--- config.mk ---
export PLATFORM = sky130hd
export DESIGN_NAME = lru_page_replacement
export DESIGN_NICKNAME = d
export VERILOG_FILES = /design/src/design/lru_pkg.sv /design/src/design/lru_ram.sv /design/src/design/lru_page_replacement.sv
export SDC_FILE = /design/constraint.sdc
export NUM_CORES = 1
export LEC_CHECK = 0
export BUFFER_PORTS_ARGS = -buffer_cell sky130_fd_sc_hd__buf_4
export CORE_MARGIN = 4
export CORE_UTILIZATION = 39
export DETAILED_ROUTE_END_ITERATION = 16
export PLACE_DENSITY_LB_ADDON = 0.2
export SETUP_SLACK_MARGIN = 0.15
export SYNTH_ARGS = -nofsm -noshare
export SYNTH_HDL_FRONTEND = slang
export SYNTH_SLANG_ARGS = --single-unit
--- constraint.sdc ---
create_clock -name clock -period 8.2 [get_ports clock]
set_clock_uncertainty 0.15 [all_clocks]
set_input_delay 2.46 -clock clock [delete_from_list [all_inputs] [get_ports clock]]
set_output_delay 2.46 -clock clock [all_outputs]
set_load 0.01 [all_outputs]
--- src/design/lru_pkg.sv ---
`timescale 1ns / 1ps

package lru_pkg;

   typedef enum logic [1:0] {
      ST_IDLE,
      ST_SCAN,
      ST_UPDATE,
      ST_RESP
   } state_type;

   localparam int unsigned CSR_BITS = 4;
   localparam logic [CSR_BITS-1:0] CSR_RESET = 4'd4;

endpackage

--- src/design/lru_ram.sv ---
`timescale 1ns / 1ps

module lru_ram #(
   parameter int unsigned WIDTH = 24,
   parameter int unsigned DEPTH = 8,
   parameter int unsigned ADDR_BITS = (DEPTH > 1) ? $clog2(DEPTH) : 1
) (
   input  logic                 clock,
   input  logic                 wr_en,
   input  logic [ADDR_BITS-1:0] wr_addr,
   input  logic [WIDTH-1:0]     wr_data,
   input  logic [ADDR_BITS-1:0] rd_addr,
   output logic [WIDTH-1:0]     rd_data
);

   logic [WIDTH-1:0] mem_ff [DEPTH];
   logic [WIDTH-1:0] rd_data_ff;

   always_ff @(posedge clock) begin
      if (wr_en) begin
         mem_ff[wr_addr] <= wr_data;
      end
      rd_data_ff <= mem_ff[rd_addr];
   end

   assign rd_data = rd_data_ff;

endmodule

--- src/design/lru_page_replacement.sv ---
`timescale 1ns / 1ps
// With n active frames, a request runs a read-pipelined scan pass and then an update pass
// over the frame RAM, each covering the n active frames, before rsp_valid is raised.
// A new request is taken only after the last response is taken; req_ready is high only when idle.
// Frame page/age words live in a single-port-write RAM, one frame read per cycle.
// Reset (sync, active high): all frames empty, fault count zero, active_frames = 4.
module lru_page_replacement #(
   parameter int unsigned MAX_FRAMES = 8,
   parameter int unsigned PAGE_BITS  = 8,
   parameter int unsigned AGE_BITS   = 16
) (
   input  logic                                          clock,
   input  logic                                          reset,
   input  logic                                          csr_wr_en,
   input  logic [lru_pkg::CSR_BITS-1:0]                  csr_wr_data,
   input  logic                                          req_valid,
   output logic                                          req_ready,
   input  logic [PAGE_BITS-1:0]                          req_page,
   output logic                                          rsp_valid,
   input  logic                                          rsp_ready,
   output logic                                          rsp_hit,
   output logic [((MAX_FRAMES > 1) ? $clog2(MAX_FRAMES) : 1)-1:0] rsp_slot,
   output logic                                          rsp_evicted_valid,
   output logic [PAGE_BITS-1:0]                          rsp_evicted_page,
   output logic [31:0]                                   rsp_fault_count
);
   import lru_pkg::*;

   localparam int unsigned SLOT_BITS = (MAX_FRAMES > 1) ? $clog2(MAX_FRAMES) : 1;
   localparam int unsigned CNT_BITS  = $clog2(MAX_FRAMES + 1);
   localparam int unsigned WORD_BITS = PAGE_BITS + AGE_BITS;

   state_type               state_ff, state_in;
   logic [CSR_BITS-1:0]     csr_ff;
   logic [MAX_FRAMES-1:0]   valid_ff, valid_in;
   logic [31:0]             faults_ff, faults_in;
   logic [CNT_BITS-1:0]     idx_ff, idx_in;
   logic [CNT_BITS-1:0]     n_ff, n_in;
   logic                    dv_ff, dv_in;
   logic [SLOT_BITS-1:0]    didx_ff, didx_in;
   logic [PAGE_BITS-1:0]    pg_ff, pg_in;
   logic                    hit_ff, hit_in;
   logic [SLOT_BITS-1:0]    hslot_ff, hslot_in;
   logic                    empty_ff, empty_in;
   logic                    have_ff, have_in;
   logic [SLOT_BITS-1:0]    vslot_ff, vslot_in;
   logic [AGE_BITS-1:0]     bage_ff, bage_in;
   logic [PAGE_BITS-1:0]    bpage_ff, bpage_in;

   logic [CNT_BITS-1:0]     n_calc;
   logic                    ram_we;
   logic [WORD_BITS-1:0]    ram_wdata, ram_rdata;
   logic                    f_valid, f_match, is_victim;
   logic [PAGE_BITS-1:0]    f_page, new_page;
   logic [AGE_BITS-1:0]     f_age, new_age;

   lru_ram #(
      .WIDTH(WORD_BITS),
      .DEPTH(MAX_FRAMES),
      .ADDR_BITS(SLOT_BITS)
   ) u_frames (
      .clock(clock),
      .wr_en(ram_we),
      .wr_addr(didx_ff),
      .wr_data(ram_wdata),
      .rd_addr(idx_ff[SLOT_BITS-1:0]),
      .rd_data(ram_rdata)
   );

   always_comb begin
      if (csr_ff == '0) begin
         n_calc = CNT_BITS'(1);
      end else if (32'(csr_ff) > 32'(MAX_FRAMES)) begin
         n_calc = CNT_BITS'(MAX_FRAMES);
      end else begin
         n_calc = CNT_BITS'(csr_ff);
      end
   end

   assign f_page    = ram_rdata[WORD_BITS-1:AGE_BITS];
   assign f_age     = ram_rdata[AGE_BITS-1:0];
   assign f_valid   = valid_ff[didx_ff];
   assign f_match   = f_valid && (f_page == pg_ff);
   assign is_victim = !hit_ff && (didx_ff == vslot_ff);

   always_comb begin
      new_age = f_age;
      if (f_valid && (f_age != {AGE_BITS{1'b1}})) begin
         new_age = f_age + 1'b1;
      end
      if (hit_ff ? f_match : is_victim) begin
         new_age = '0;
      end
      new_page  = is_victim ? pg_ff : f_page;
      ram_wdata = {new_page, new_age};
   end

   always_comb begin
      state_in = state_ff;
      valid_in = valid_ff;
      faults_in = faults_ff;
      idx_in = idx_ff;
      n_in = n_ff;
      dv_in = 1'b0;
      didx_in = idx_ff[SLOT_BITS-1:0];
      pg_in = pg_ff;
      hit_in = hit_ff;
      hslot_in = hslot_ff;
      empty_in = empty_ff;
      have_in = have_ff;
      vslot_in = vslot_ff;
      bage_in = bage_ff;
      bpage_in = bpage_ff;
      ram_we = 1'b0;
      case (state_ff)
         ST_IDLE: begin
            if (req_valid) begin
               pg_in = req_page;
               n_in = n_calc;
               idx_in = '0;
               hit_in = 1'b0;
               empty_in = 1'b0;
               have_in = 1'b0;
               state_in = ST_SCAN;
            end
         end
         ST_SCAN: begin
            if (idx_ff != n_ff) begin
               idx_in = idx_ff + 1'b1;
               dv_in = 1'b1;
            end
            if (dv_ff) begin
               if (f_match && !hit_ff) begin
                  hit_in = 1'b1;
                  hslot_in = didx_ff;
               end
               if (!empty_ff) begin
                  if (!f_valid) begin
                     empty_in = 1'b1;
                     vslot_in = didx_ff;
                  end else if (!have_ff || (f_age > bage_ff)) begin
                     have_in = 1'b1;
                     vslot_in = didx_ff;
                     bage_in = f_age;
                     bpage_in = f_page;
                  end
               end
            end
            if (idx_ff == n_ff) begin
               idx_in = '0;
               state_in = ST_UPDATE;
            end
         end
         ST_UPDATE: begin
            if (idx_ff != n_ff) begin
               idx_in = idx_ff + 1'b1;
               dv_in = 1'b1;
            end
            ram_we = dv_ff;
            if (idx_ff == n_ff) begin
               state_in = ST_RESP;
               if (!hit_ff) begin
                  faults_in = faults_ff + 1'b1;
                  valid_in[vslot_ff] = 1'b1;
               end
            end
         end
         ST_RESP: begin
            if (rsp_ready) begin
               state_in = ST_IDLE;
            end
         end
         default: begin
            state_in = ST_IDLE;
         end
      endcase
   end

   always_ff @(posedge clock) begin
      if (reset) begin
         state_ff <= ST_IDLE;
         csr_ff <= CSR_RESET;
         valid_ff <= '0;
         faults_ff <= '0;
         dv_ff <= 1'b0;
      end else begin
         state_ff <= state_in;
         if (csr_wr_en) begin
            csr_ff <= csr_wr_data;
         end
         valid_ff <= valid_in;
         faults_ff <= faults_in;
         dv_ff <= dv_in;
      end
   end

   always_ff @(posedge clock) begin
      idx_ff <= idx_in;
      n_ff <= n_in;
      didx_ff <= didx_in;
      pg_ff <= pg_in;
      hit_ff <= hit_in;
      hslot_ff <= hslot_in;
      empty_ff <= empty_in;
      have_ff <= have_in;
      vslot_ff <= vslot_in;
      bage_ff <= bage_in;
      bpage_ff <= bpage_in;
   end

   assign req_ready         = (state_ff == ST_IDLE);
   assign rsp_valid         = (state_ff == ST_RESP);
   assign rsp_hit           = hit_ff;
   assign rsp_slot          = hit_ff ? hslot_ff : vslot_ff;
   assign rsp_evicted_valid = !hit_ff && !empty_ff;
   assign rsp_evicted_page  = rsp_evicted_valid ? bpage_ff : '0;
   assign rsp_fault_count   = faults_ff;

`ifndef ASSERT_OFF
   a_one_side: assert property (@(posedge clock) disable iff (reset)
      !(req_ready && rsp_valid))
      else $error("request and response both open");

   a_idx_range: assert property (@(posedge clock) disable iff (reset)
      (state_ff == ST_SCAN || state_ff == ST_UPDATE) |-> (idx_ff <= n_ff))
      else $error("frame index past active count");

   a_fault_step: assert property (@(posedge clock) disable iff (reset)
      (rsp_valid && !$past(rsp_valid) && !rsp_hit) |->
         (rsp_fault_count == 32'($past(faults_ff) + 1'b1)))
      else $error("fault count not advanced on miss");

   a_victim_valid: assert property (@(posedge clock) disable iff (reset)
      (rsp_valid && !rsp_hit) |-> valid_ff[rsp_slot])
      else $error("victim frame not marked valid");
`endif

endmodule
==> results by group, run 1 <==
Power and ir drop
  – Tot Pwr: 0.00489 W
  – Sw Share: 29.7%
  – Clock group share of total power: 30.8%
  – Internal Power: 0.00344 W
  – Pwr Density: 322 nW/um2
  – Sw Pwr: 0.00145 W
  – Leakage: 5.10 nW
  – Reg power frac: 46.2%
  – Share of total power in combinational logic: 23.0%
  – Worst vdd ir: 0.000161 V

Clock network
  – Setup bufs post-CTS: 0
  – Clock buffer count from CTS: 35
  – Post-cts sizing count: 0
  – CTS Sinks: 315
  – Hold-fix buffer count after cts: 0
  – CTS root buf: clkbuf_16
  – CTS Buffer Depth: 3
  – CTS tree: yes
  – Htree depth: 2
  – Worst skew pair latency: 520 ps
  – Clock Pin Slew Worst Setup and Hold Paths: 60 ps

Timing
  – Unrepaired setup endpoints after global routing: false
  – Final count of negative-setup-slack endpoints: 0
  – Max Fclk: 0.203 GHz
  – Final hold slack: 319 ps
  – Crit share post-route: 60.0%
  – Final min period: 4920 ps
  – Sum of negative setup slack: 0 ps
  – Final Max Slew Viols: 0
  – Worst-margin pin slew: 1230 ps
  – Relative slew slack: 17.3%
  – Fin. Hold Viols: 0

Floorplanning
  – Die area: 36400 um2
  – Die Y: 191 um
  – I/O Pins: 64
  – Core area: 32800 um2
  – DIE WIDTH: 191 um
  – # rows: 66
  – Starting Density: 39.8%

GRT
  – Total overflow reported by the global router: 0
  – Total GRT Usage: 15.4%
  – First-pass GRT wire length: 43500 um
  – Vias in the first global route: 7320
  – Initial antenna violation count: 0
  – Largest net degree at the start of global routing: 54

Routing
  – Detail Route Antenna Nets: 0
  – Via density: 5.28
  – Final WL: 27500 um
  – Vias: 7340
  – Routed len/inst: 19.8 um
  – Starting DRT DRC Count: 471
  – # DRC: 0
  – TritonRoute pass-1 iters: 5

Synth
  – Xor/xnor share of the synthesized area: 2.69%
  – Main synth FF type: edfxtp_1
  – Yosys reg bits: 315
  – Simple-gate portion of the synthesized area: 9.70%
  – Cell type with the largest total area after synthesis: edfxtp_1
  – Compound-gate portion of the synthesized area: 4.23%
  – Cell with the most instances after synthesis: edfxtp_1
  – Synth Instances: 847
  – Top cell type's share of synthesized area: 55.5%
  – Distinct cells, synth: 63
  – Adder-Cell Fraction of Synth Area: 2.40%
  – Post-synthesis sequential area ratio: 66.8%
  – YS warnings: 0
  – Post-synth EDFFs: 241
  – Multiplexer share of the synthesized area: 12.0%
  – Largest family of logic cells by synthesized area: multiplexers
  – Async set or reset register ratio after synthesis: 0%
  – Synth top cells by count: edfxtp_1 (241), dfxtp_1 (74), nor2_1 (56)
  – Synth area leaders: edfxtp_1 (55%), dfxtp_1 (11%), mux4_2 (8.3%)
  – Cell area after synthesis: 13000 um2
  – Mapped Avg Cell Area: 15.4 um2
  – Syn nets: 889

Place
  – Post-DP HPWL: 16300 um
  – PortBufs: 63
  – Routability cong.: 0.764
  – DP Cell Count: 1329

Setup path
  – Worst Setup End Kind: output port
  – Crit Path Max Fanout: 10
  – Critical Path Max Stage Delay: 870 ps
  – Crit start category: flop
  – Crit-path leading delay family: simple AND/OR/NAND/NOR gates
  – Required time worst endpoint: 5590 ps
  – Worst path cell trace: nor2_1 -> and2_1 -> buf_4
  – Critical-path top delay cell: nor2_1
  – CP bufs+invs: 1
  – CP Class: flop to output port
  – Worst Path Arrival: 2310 ps

Cells and area
  – Final Net Count: 966
  – Share of layout cells above drive strength 1: 25.4%
  – N_diodes: 0
  – Area grow syn2layout: 16.3%
  – Fin cells: 1391

Job
  – MaxCap Viol Count: 0

Min path
  – Worst Hold Class: flop to flop

Outcome
  – Status: completed
[worst min-delay path: cells and delay by family (launching register included)]
kind,cells,cell delay [ps]
and+or+nand+nor,1,80
AOI/OAI and AO/OA,1,40
DFF,1,320
[power groups by stage]
stage               combinational [W]  clock [W]  sequential (W)
finish                        0.00112    0.00150         0.00226
global route                  0.00126    0.00162         0.00228
CTS                           0.00115    0.00154         0.00226
detailed placement            0.00114          0         0.00229
global placement              0.00113          0         0.00228
floorplan                    0.000865          0         0.00219
[cell type report]
cell class	count	area, um2
clock buffer	45	943
multi-input combinational	464	4090
clock inverter	17	158
inverter	30	113
fill	2907	17600
tap	442	553
timing repair buffer	78	586
sequential	315	8720
[flip-flops by register name (all words and copies together) (netlist names)]
register,count
rsp_fault_count,32
valid_ff,8
vslot_ff,3
dv_ff,1
u_frames.mem_ff,192
hslot_ff,3
bage_ff,16
idx_ff,4
csr_ff,4
didx_ff,3
state_ff,2
u_frames.rd_data,24
rsp_hit,1
n_ff,4
bpage_ff,8
have_ff,1
empty_ff,1
pg_ff,8
[through the flow]
step,worst slack (ps),cell area [um2],util [%]
finish,3280,15200,46.3
global route,3020,15200,46.3
CTS,3180,15200,46.3
detailed placement,3740,14100,42.9
global placement,3810,14100,42.9
floorplan,4340,13000,-
[final timing paths]
| kind | from | endpoint | slack, ps | cells after the start |
|---|---|---|---|---|
| max | rsp_hit | rsp_evicted_page[7] | 3280 | 3 |
| min | valid_ff[2] | valid_ff[2] | 320 | 2 |
| max reg2reg | didx_ff[1] | u_frames.mem_ff[1][11] | 4800 | 5 |
| min reg2reg | valid_ff[2] | valid_ff[2] | 320 | 2 |
[kinds of logic (layout without fill, tap and decap cells)]
kind of cell	count (synthesis)	after routing
flip-flops	315	315
AND/OR/NAND/NOR	220	220
multiplexers	92	92
AO/OA/AOI/OAI	87	87
buffers and inverters	68	170
XOR/XNOR	40	40
adder cells (fa/ha/maj)	25	25
[layer usage]
layer  global-route usage [%]  wire length [um]
met5                        0                 0
met4                     3.87               505
met3                     3.00              1300
met2                     23.6             12800
met1                     22.7             12900
[cell usage in the layout, fill, tap and decap left out, drive strengths merged, types with 4 or more instances in the layout]
| cell type | synthesis | layout |
|---|---|---|
| a21oi | 35 | 35 |
| a31oi | 5 | 5 |
| and2 | 11 | 11 |
| and4 | 8 | 8 |
| buf | 14 | 78 |
| clkbuf | 24 | 45 |
| clkinv | 0 | 14 |
| dfxtp | 74 | 74 |
| edfxtp | 241 | 241 |
| ha | 25 | 25 |
| inv | 30 | 30 |
| mux2 | 35 | 35 |
| mux2i | 9 | 9 |
| mux4 | 48 | 48 |
| nand2 | 22 | 22 |
| nand2b | 5 | 5 |
| nand3 | 23 | 23 |
| nand4 | 16 | 16 |
| nor2 | 56 | 56 |
| nor2b | 9 | 9 |
| nor3 | 8 | 8 |
| nor4 | 20 | 20 |
| o21ai | 15 | 15 |
| o31ai | 9 | 9 |
| or2 | 4 | 4 |
| or3 | 15 | 15 |
| or4 | 10 | 10 |
| xnor2 | 23 | 23 |
| xor2 | 17 | 17 |
No activity file was read; power rests on OpenSTA's default activity.
==> inputs of run 2 (changes only) <==
- ABC_AREA: not set -> 1
- clock period: 8.2 -> 4.1 ns (I/O delays scaled with it)
==> run 2 against run 1 <==
  * Routed wire length rose by 19%
  * Final cell count grew 37%
  * First-iteration DRC count increased by 14%
  * Sequential power up 97%
  * Die area rose by 4.5%
  * Synthesized cell count rose by 60%
==> results by group, run 2 <==
Routing
  – Starting DRT DRC Count: 539 (was 471)
  – # DRC: 0 (unchanged)
  – Detail Route Antenna Nets: 0 (unchanged)
  – TritonRoute pass-1 iters: 5 (unchanged)
  – Vias: 9589 (was 7340)
  – Final WL: 32800 um (was 27500 um)
  – Routed len/inst: 17.3 um (was 19.8 um)
  – Via density: 5.05 (was 5.28)

Floorplanning
  – Die area: 38100 um2 (was 36400 um2)
  – DIE WIDTH: 195 um (was 191 um)
  – Core area: 34500 um2 (was 32800 um2)
  – Starting Density: 39.5% (was 39.8%)
  – I/O Pins: 64 (unchanged)
  – Die Y: 195 um (was 191 um)
  – # rows: 68 (was 66)

Setup path
  – Slack of the worst reg-to-reg path: 1220 ps (was 4800 ps)
  – CP most frequent cell: nor2_1
  – Worst path cell trace: nor2_1 -> inv_1 -> nor2_1 -> buf_4 (was nor2_1 -> and2_1 -> buf_4)
  – Required time worst endpoint: 2720 ps (was 5590 ps)
  – Crit start category: flop (unchanged)
  – CP Class: flop to output port (unchanged)
  – Critical Path Max Stage Delay: 550 ps (was 870 ps)
  – Worst r2r path cells: 9 (was 5)
  – Crit Path Max Fanout: 11 (was 10)
  – Critical-path top delay cell: edfxtp_1 (was nor2_1)
  – R2R Path End: u_frames.mem_ff[6][13] (was u_frames.mem_ff[1][11])
  – Reg-to-Reg Start: didx_ff[1] (unchanged)
  – Worst Setup End Kind: output port (unchanged)
  – Worst Path Arrival: 2000 ps (was 2310 ps)

Clock network
  – CTS root buf: clkbuf_16 (unchanged)
  – CTS tree: yes (unchanged)
  – CTS Sinks: 315 (unchanged)
  – CTS Buffer Depth: 3 (unchanged)
  – Hold-fix buffer count after cts: 0 (unchanged)
  – Worst skew pair latency: 520 ps (about the same)
  – Setup bufs post-CTS: 0 (unchanged)
  – Htree depth: 2 (unchanged)
  – Clock Pin Slew Worst Setup and Hold Paths: 60 ps (about the same)
  – Post-cts sizing count: 0 (unchanged)
  – Clock buffer count from CTS: 35 (unchanged)

Synth
  – Cell area after synthesis: 13700 um2 (was 13000 um2)
  – Distinct cells, synth: 35 (was 63)
  – Synth top cells by count: nor2_1 (266), edfxtp_1 (241), nand2_1 (202) (was edfxtp_1 (241), dfxtp_1 (74), nor2_1 (56))
  – Largest family of logic cells by synthesized area: simple AND/OR/NAND/NOR gates (was multiplexers)
  – Synth Instances: 1353 (was 847)
  – YS warnings: 0 (unchanged)
  – Syn nets: 1395 (was 889)
  – Synth area leaders: edfxtp_1 (53%), dfxtp_1 (11%), nor2_1 (7.3%) (was edfxtp_1 (55%), dfxtp_1 (11%), mux4_2 (8.3%))
  – Simple-gate portion of the synthesized area: 17.1% (was 9.70%)
  – Multiplexer share of the synthesized area: 0% (was 12.0%)
  – Post-synthesis sequential area ratio: 63.9% (was 66.8%)
  – Cell with the most instances after synthesis: nor2_1 (was edfxtp_1)
  – Compound-gate portion of the synthesized area: 9.37% (was 4.23%)
  – Top cell type's share of synthesized area: 53.0% (was 55.5%)
  – Post-synth EDFFs: 241 (unchanged)
  – Cell type with the largest total area after synthesis: edfxtp_1 (unchanged)
  – Mapped Avg Cell Area: 10.1 um2 (was 15.4 um2)
  – Yosys reg bits: 315 (unchanged)
  – Main synth FF type: edfxtp_1 (unchanged)
  – Async set or reset register ratio after synthesis: 0% (unchanged)
  – Adder-Cell Fraction of Synth Area: 2.29% (was 2.40%)
  – Xor/xnor share of the synthesized area: 2.44% (was 2.69%)

Cells and area
  – Most frequent cells in the layout: nor2_1 (261), edfxtp_1 (241), nand2_1 (202) (was edfxtp_1 (241), buf_4 (78), dfxtp_1 (74))
  – Commonest non-fill, non-tap cell in the layout: nor2_1 (was edfxtp_1)
  – Final Net Count: 1460 (was 966)
  – N_diodes: 0 (unchanged)
  – Max reg flops: 192 (unchanged)
  – FF/Latch Area: 8720 um2 (unchanged)
  – Share of layout cells above drive strength 1: 10.7% (was 25.4%)
  – Number of fill cells: 3293 (was 2907)
  – Most flop-heavy register: u_frames.mem_ff (unchanged)
  – Multi-input logic area: 4290 um2 (was 4090 um2)
  – Finished Cell Area: 15800 um2 (was 15200 um2)
  – Area grow syn2layout: 16.1% (was 16.3%)

Timing
  – Crit share post-route: 82.5%
  – Final min period: 3380 ps
  – Max Fclk: 0.296 GHz
  – Sum of negative setup slack: 0 ps (unchanged)
  – Unrepaired setup endpoints after global routing: false (unchanged)
  – Final Max Slew Viols: 0 (unchanged)
  – Fin. Hold Viols: 0 (unchanged)
  – Relative slew slack: 28.9% (was 17.3%)
  – Final count of negative-setup-slack endpoints: 0 (unchanged)
  – Worst-margin pin slew: 1070 ps (was 1230 ps)

GRT
  – Initial antenna violation count: 0 (unchanged)
  – Total overflow reported by the global router: 0 (unchanged)
  – Total GRT Usage: 16.9% (was 15.4%)
  – Vias in the first global route: 9351 (was 7320)
  – First-pass GRT wire length: 51900 um (was 43500 um)
  – Largest net degree at the start of global routing: 100 (was 54)

Min path
  – WHS Endpoint: valid_ff[4] (was valid_ff[2])
  – Hold Path Depth: 2 (unchanged)
  – Hold path start: valid_ff[4] (was valid_ff[2])
  – Worst Hold Class: flop to flop (unchanged)

Power and ir drop
  – Worst vdd ir: 0.000329 V (was 0.000161 V)
  – Pwr Density: 662 nW/um2 (was 322 nW/um2)
  – Leakage: 5.83 nW (was 5.10 nW)

Place
  – Placed inst area: 14700 um2 (was 14100 um2)
  – Post-DP HPWL: 20300 um (was 16300 um)
  – Routability cong.: 0.840 (was 0.764)
  – PortBufs: 63 (unchanged)

Job
  – MaxCap Viol Count: 0 (unchanged)

Outcome
  – Status: completed (unchanged)
[run 2: cell type report]
cell class                 count  area share (%)
clock buffer                  48            6.29
clock inverter                16            1.21
inverter                     120            2.84
multi-input combinational    864            27.1
sequential                   315            55.0
tap                          455            3.59
timing repair buffer          82            3.96
[run 2: how the worst max path moves through the flow]
stage	start	endpoint	slack, ps
after global routing	rsp_hit	rsp_evicted_page[1]	680
final	rsp_hit	rsp_evicted_page[5]	720
after floorplan	state_ff[0]	u_frames.mem_ff[1][0]	330
after detailed placement	didx_ff[1]	u_frames.mem_ff[4][12]	1280
after global placement	didx_ff[1]	u_frames.mem_ff[7][6]	1310
after CTS	rsp_hit	rsp_evicted_page[5]	760
[run 2: critical path, delay by kind of cell (launching register included)]
family	cells	cell delay [ps]
DFF	1	550
and+or+nand+nor	2	580
buffers and inverters	2	350
[run 2: cell families after synthesis]
family          count (synthesis)
simple gates                  567
buf+inv                       174
xor+xnor                       38
fa+ha+maj                      25
compound gates                234
flops                         315
[run 2: metrics by stage]
step           hold WS (ps)  power, W  worst slack [ps]  utilization, %  std cells
2_1_floorplan           221   0.00639               329               -       1353
3_3_place_gp            311   0.00730              1310            42.4       1836
4_1_cts                 322    0.0106               762            45.9       1900
5_1_grt                 341    0.0111               683            45.9       1900
6_report                314    0.0105               717            45.9       1900
3_5_place_dp            313   0.00735              1280            42.4       1836
[run 2: power breakdown]
part | switching, W | internal [W] | total (W)
Sequential | 0.000323 | 0.00414 | 0.00446
Combinational | 0.00196 | 0.000852 | 0.00281
Clock | 0.00124 | 0.00197 | 0.00321
[run 2: per-layer routing]
metal  GRT usage (%)  part of all wire (%)
met4            3.34                   1.4
met2            28.1                    48
met5               0                     0
met1            23.8                    47
met3            2.62                   4.4
==> inputs of run 3 (changes only) <==
- ABC_AREA: 1 -> 0
- clock period: 4.1 -> 3.4 ns (I/O delays scaled with it)
==> run 3 against run 2 <==
  * Hold slack improved by 10 ps
  * Routed wire length fell by 17%
  * Power rose by 14%
  * Design area fell by 3.3%
  * Via count fell by 23%
  * Register-to-register slack got worse by 690 ps
  * Final cell count fell by 26%
  * Clock-buffer cell count rose by 2
  * Non-clock buffer count rose by 6
  * First-iteration DRC count fell by 16%
  * Critical endpoint is now u_frames.mem_ff[1][10]
  * Highest routed layer unchanged
==> results by group, run 3 (synthesized netlist as in run 1, its figures left out) <==
Outcome
  – Status: completed (unchanged)

Cells and area
  – Max reg flops: 192 (unchanged)
  – Commonest non-fill, non-tap cell in the layout: edfxtp_1 (was nor2_1)
  – Most flop-heavy register: u_frames.mem_ff (unchanged)
  – Final core utilization: 46.7% (was 45.9%)
  – Final Net Count: 977 (was 1460)
  – Share of layout cells above drive strength 1: 25.9% (was 10.7%)
  – Area grow syn2layout: 17.5% (was 16.1%)
  – N_diodes: 0 (unchanged)
  – Most frequent cells in the layout: edfxtp_1 (241), buf_4 (87), dfxtp_1 (74) (was nor2_1 (261), edfxtp_1 (241), nand2_1 (202))
  – Finished Cell Area: 15300 um2 (was 15800 um2)

Timing
  – Relative slew slack: 42.0% (was 28.9%)
  – Final min period: 2870 ps
  – Unrepaired setup endpoints after global routing: false (unchanged)
  – Max Fclk: 0.349 GHz
  – Crit share post-route: 84.4%
  – Sum of negative setup slack: 0 ps (unchanged)
  – Final Max Slew Viols: 0 (unchanged)
  – Final count of negative-setup-slack endpoints: 0 (unchanged)
  – Final hold slack: 324 ps (was 314 ps)
  – Fin. Hold Viols: 0 (unchanged)
  – Worst-margin pin slew: 862 ps (was 1070 ps)

Power and ir drop
  – Worst vdd ir: 0.000431 V (was 0.000329 V)
  – Pwr Density: 782 nW/um2 (was 662 nW/um2)
  – Leakage: 5.18 nW (was 5.83 nW)

Routing
  – # DRC: 0 (unchanged)
  – Via density: 5.26 (was 5.05)
  – Starting DRT DRC Count: 452 (was 539)
  – Detail Route Antenna Nets: 0 (unchanged)
  – Vias: 7377 (was 9589)
  – Routed len/inst: 19.3 um (was 17.3 um)
  – Final WL: 27100 um (was 32800 um)
  – TritonRoute pass-1 iters: 5 (unchanged)

Min path
  – Worst Hold Class: flop to flop (unchanged)
  – Hold path start: u_frames.rd_data[16] (was valid_ff[4])

Setup path
  – Critical Path Max Stage Delay: 660 ps (was 550 ps)
  – Worst Path Arrival: 2960 ps (was 2000 ps)
  – Crit Path Max Fanout: 14 (was 11)
  – Worst Setup End Kind: flop (was output port)
  – Crit path launch: didx_ff[2] (was rsp_hit)
  – Required time worst endpoint: 3490 ps (was 2720 ps)
  – Crit start category: flop (unchanged)
  – Reg-to-Reg Start: didx_ff[2] (was didx_ff[1])
  – Worst path cell trace: mux2i_1 -> o32ai_2 -> nor3_2 -> or4_1 -> a21oi_1 (was nor2_1 -> inv_1 -> nor2_1 -> buf_4)
  – CP Class: flop to flop (was flop to output port)
  – Slack of the worst reg-to-reg path: 530 ps (was 1220 ps)
  – Critical-path top delay cell: dfxtp_1 (was edfxtp_1)

Floorplanning
  – Die area: 36400 um2 (was 38100 um2)
  – I/O Pins: 64 (unchanged)
  – DIE WIDTH: 191 um (was 195 um)
  – # rows: 66 (was 68)
  – Starting Density: 39.8% (was 39.5%)
  – Die Y: 191 um (was 195 um)
  – Core area: 32800 um2 (was 34500 um2)

Place
  – PortBufs: 63 (unchanged)
  – Routability cong.: 0.736 (was 0.840)
  – Placed inst area: 14200 um2 (was 14700 um2)
  – Post-DP HPWL: 15800 um (was 20300 um)

Clock network
  – Worst skew pair latency: 520 ps (about the same)
  – Setup bufs post-CTS: 0 (unchanged)
  – Hold-fix buffer count after cts: 0 (unchanged)
  – CTS Sinks: 315 (unchanged)
  – Clock Pin Slew Worst Setup and Hold Paths: 60 ps (about the same)
  – Htree depth: 2 (unchanged)
  – CTS root buf: clkbuf_16 (unchanged)
  – Clock buffer count from CTS: 36 (was 35)
  – CTS tree: yes (unchanged)
  – CTS Buffer Depth: 3 (unchanged)

GRT
  – Total GRT Usage: 15.0% (was 16.9%)
  – First-pass GRT wire length: 42900 um (was 51900 um)
  – Vias in the first global route: 7388 (was 9351)
  – Largest net degree at the start of global routing: 53 (was 100)
  – Total overflow reported by the global router: 0 (unchanged)
  – Initial antenna violation count: 0 (unchanged)

Job
  – MaxCap Viol Count: 0 (unchanged)
==> run 3: changes by cell type in the layout (fill, tap and decap cells not counted), sizes merged, moves of 35 or more <==
cell / change
mux2: +35
nand2: -183
nor2: -210
inv: -91
o21ai: -107
mux4: +48
==> run 3: metrics by stage <==
step	std cells	worst slack, ps	power (W)
2_1_floorplan	847	178	0.00737
3_3_place_gp	1339	390	0.00833
3_5_place_dp	1339	290	0.00838
4_1_cts	1403	262	0.0121
5_1_grt	1403	272	0.0127
6_report	1403	532	0.0120
==> run 3: cell type report <==
cell class	instances	area, um2
well taps	442	553
repair buffers	88	673
clock inverters	14	159
multi-input cells	464	4110
clock buffers	50	1000
fillers	2900	17500
flip-flops and latches	315	8720
inverters	30	113
==> run 3: where the power goes <==
group	switching [W]	internal, W
Sequential	0.000387	0.00498
Clock	0.00149	0.00224
Combinational	0.00162	0.00127
==> run 3: worst paths after layout <==
kind | depth (start not counted) | to
worst max-delay path | 5 | u_frames.mem_ff[1][10]
worst min-delay path | 0 | bpage_ff[0]
worst max register to register | 5 | u_frames.mem_ff[1][10]
worst min register to register | 0 | bpage_ff[0]
==> run 3: critical path, delay by kind of cell (launching register included) <==
| family | cells | cell delay (ps) |
|---|---|---|
| compound gates | 2 | 880 |
| simple gates | 2 | 730 |
| flops | 1 | 660 |
| mux | 1 | 170 |
==> run 3: routing by layer <==
metal	GRT usage, %	wire, um	up-vias
met4	3.90	499	0
met5	0	0	-
met3	2.47	1070	35
li1	-	-	3457
met2	23.4	12500	142
met1	22.0	13000	3743
==> run 3: timing repair <==
| item | CTS | global route |
|---|---|---|
| gates resized for setup | 0 | 1 |
| setup endpoints to repair | 0 | 56 |
| endpoints found under the hold margin | 0 | 0 |
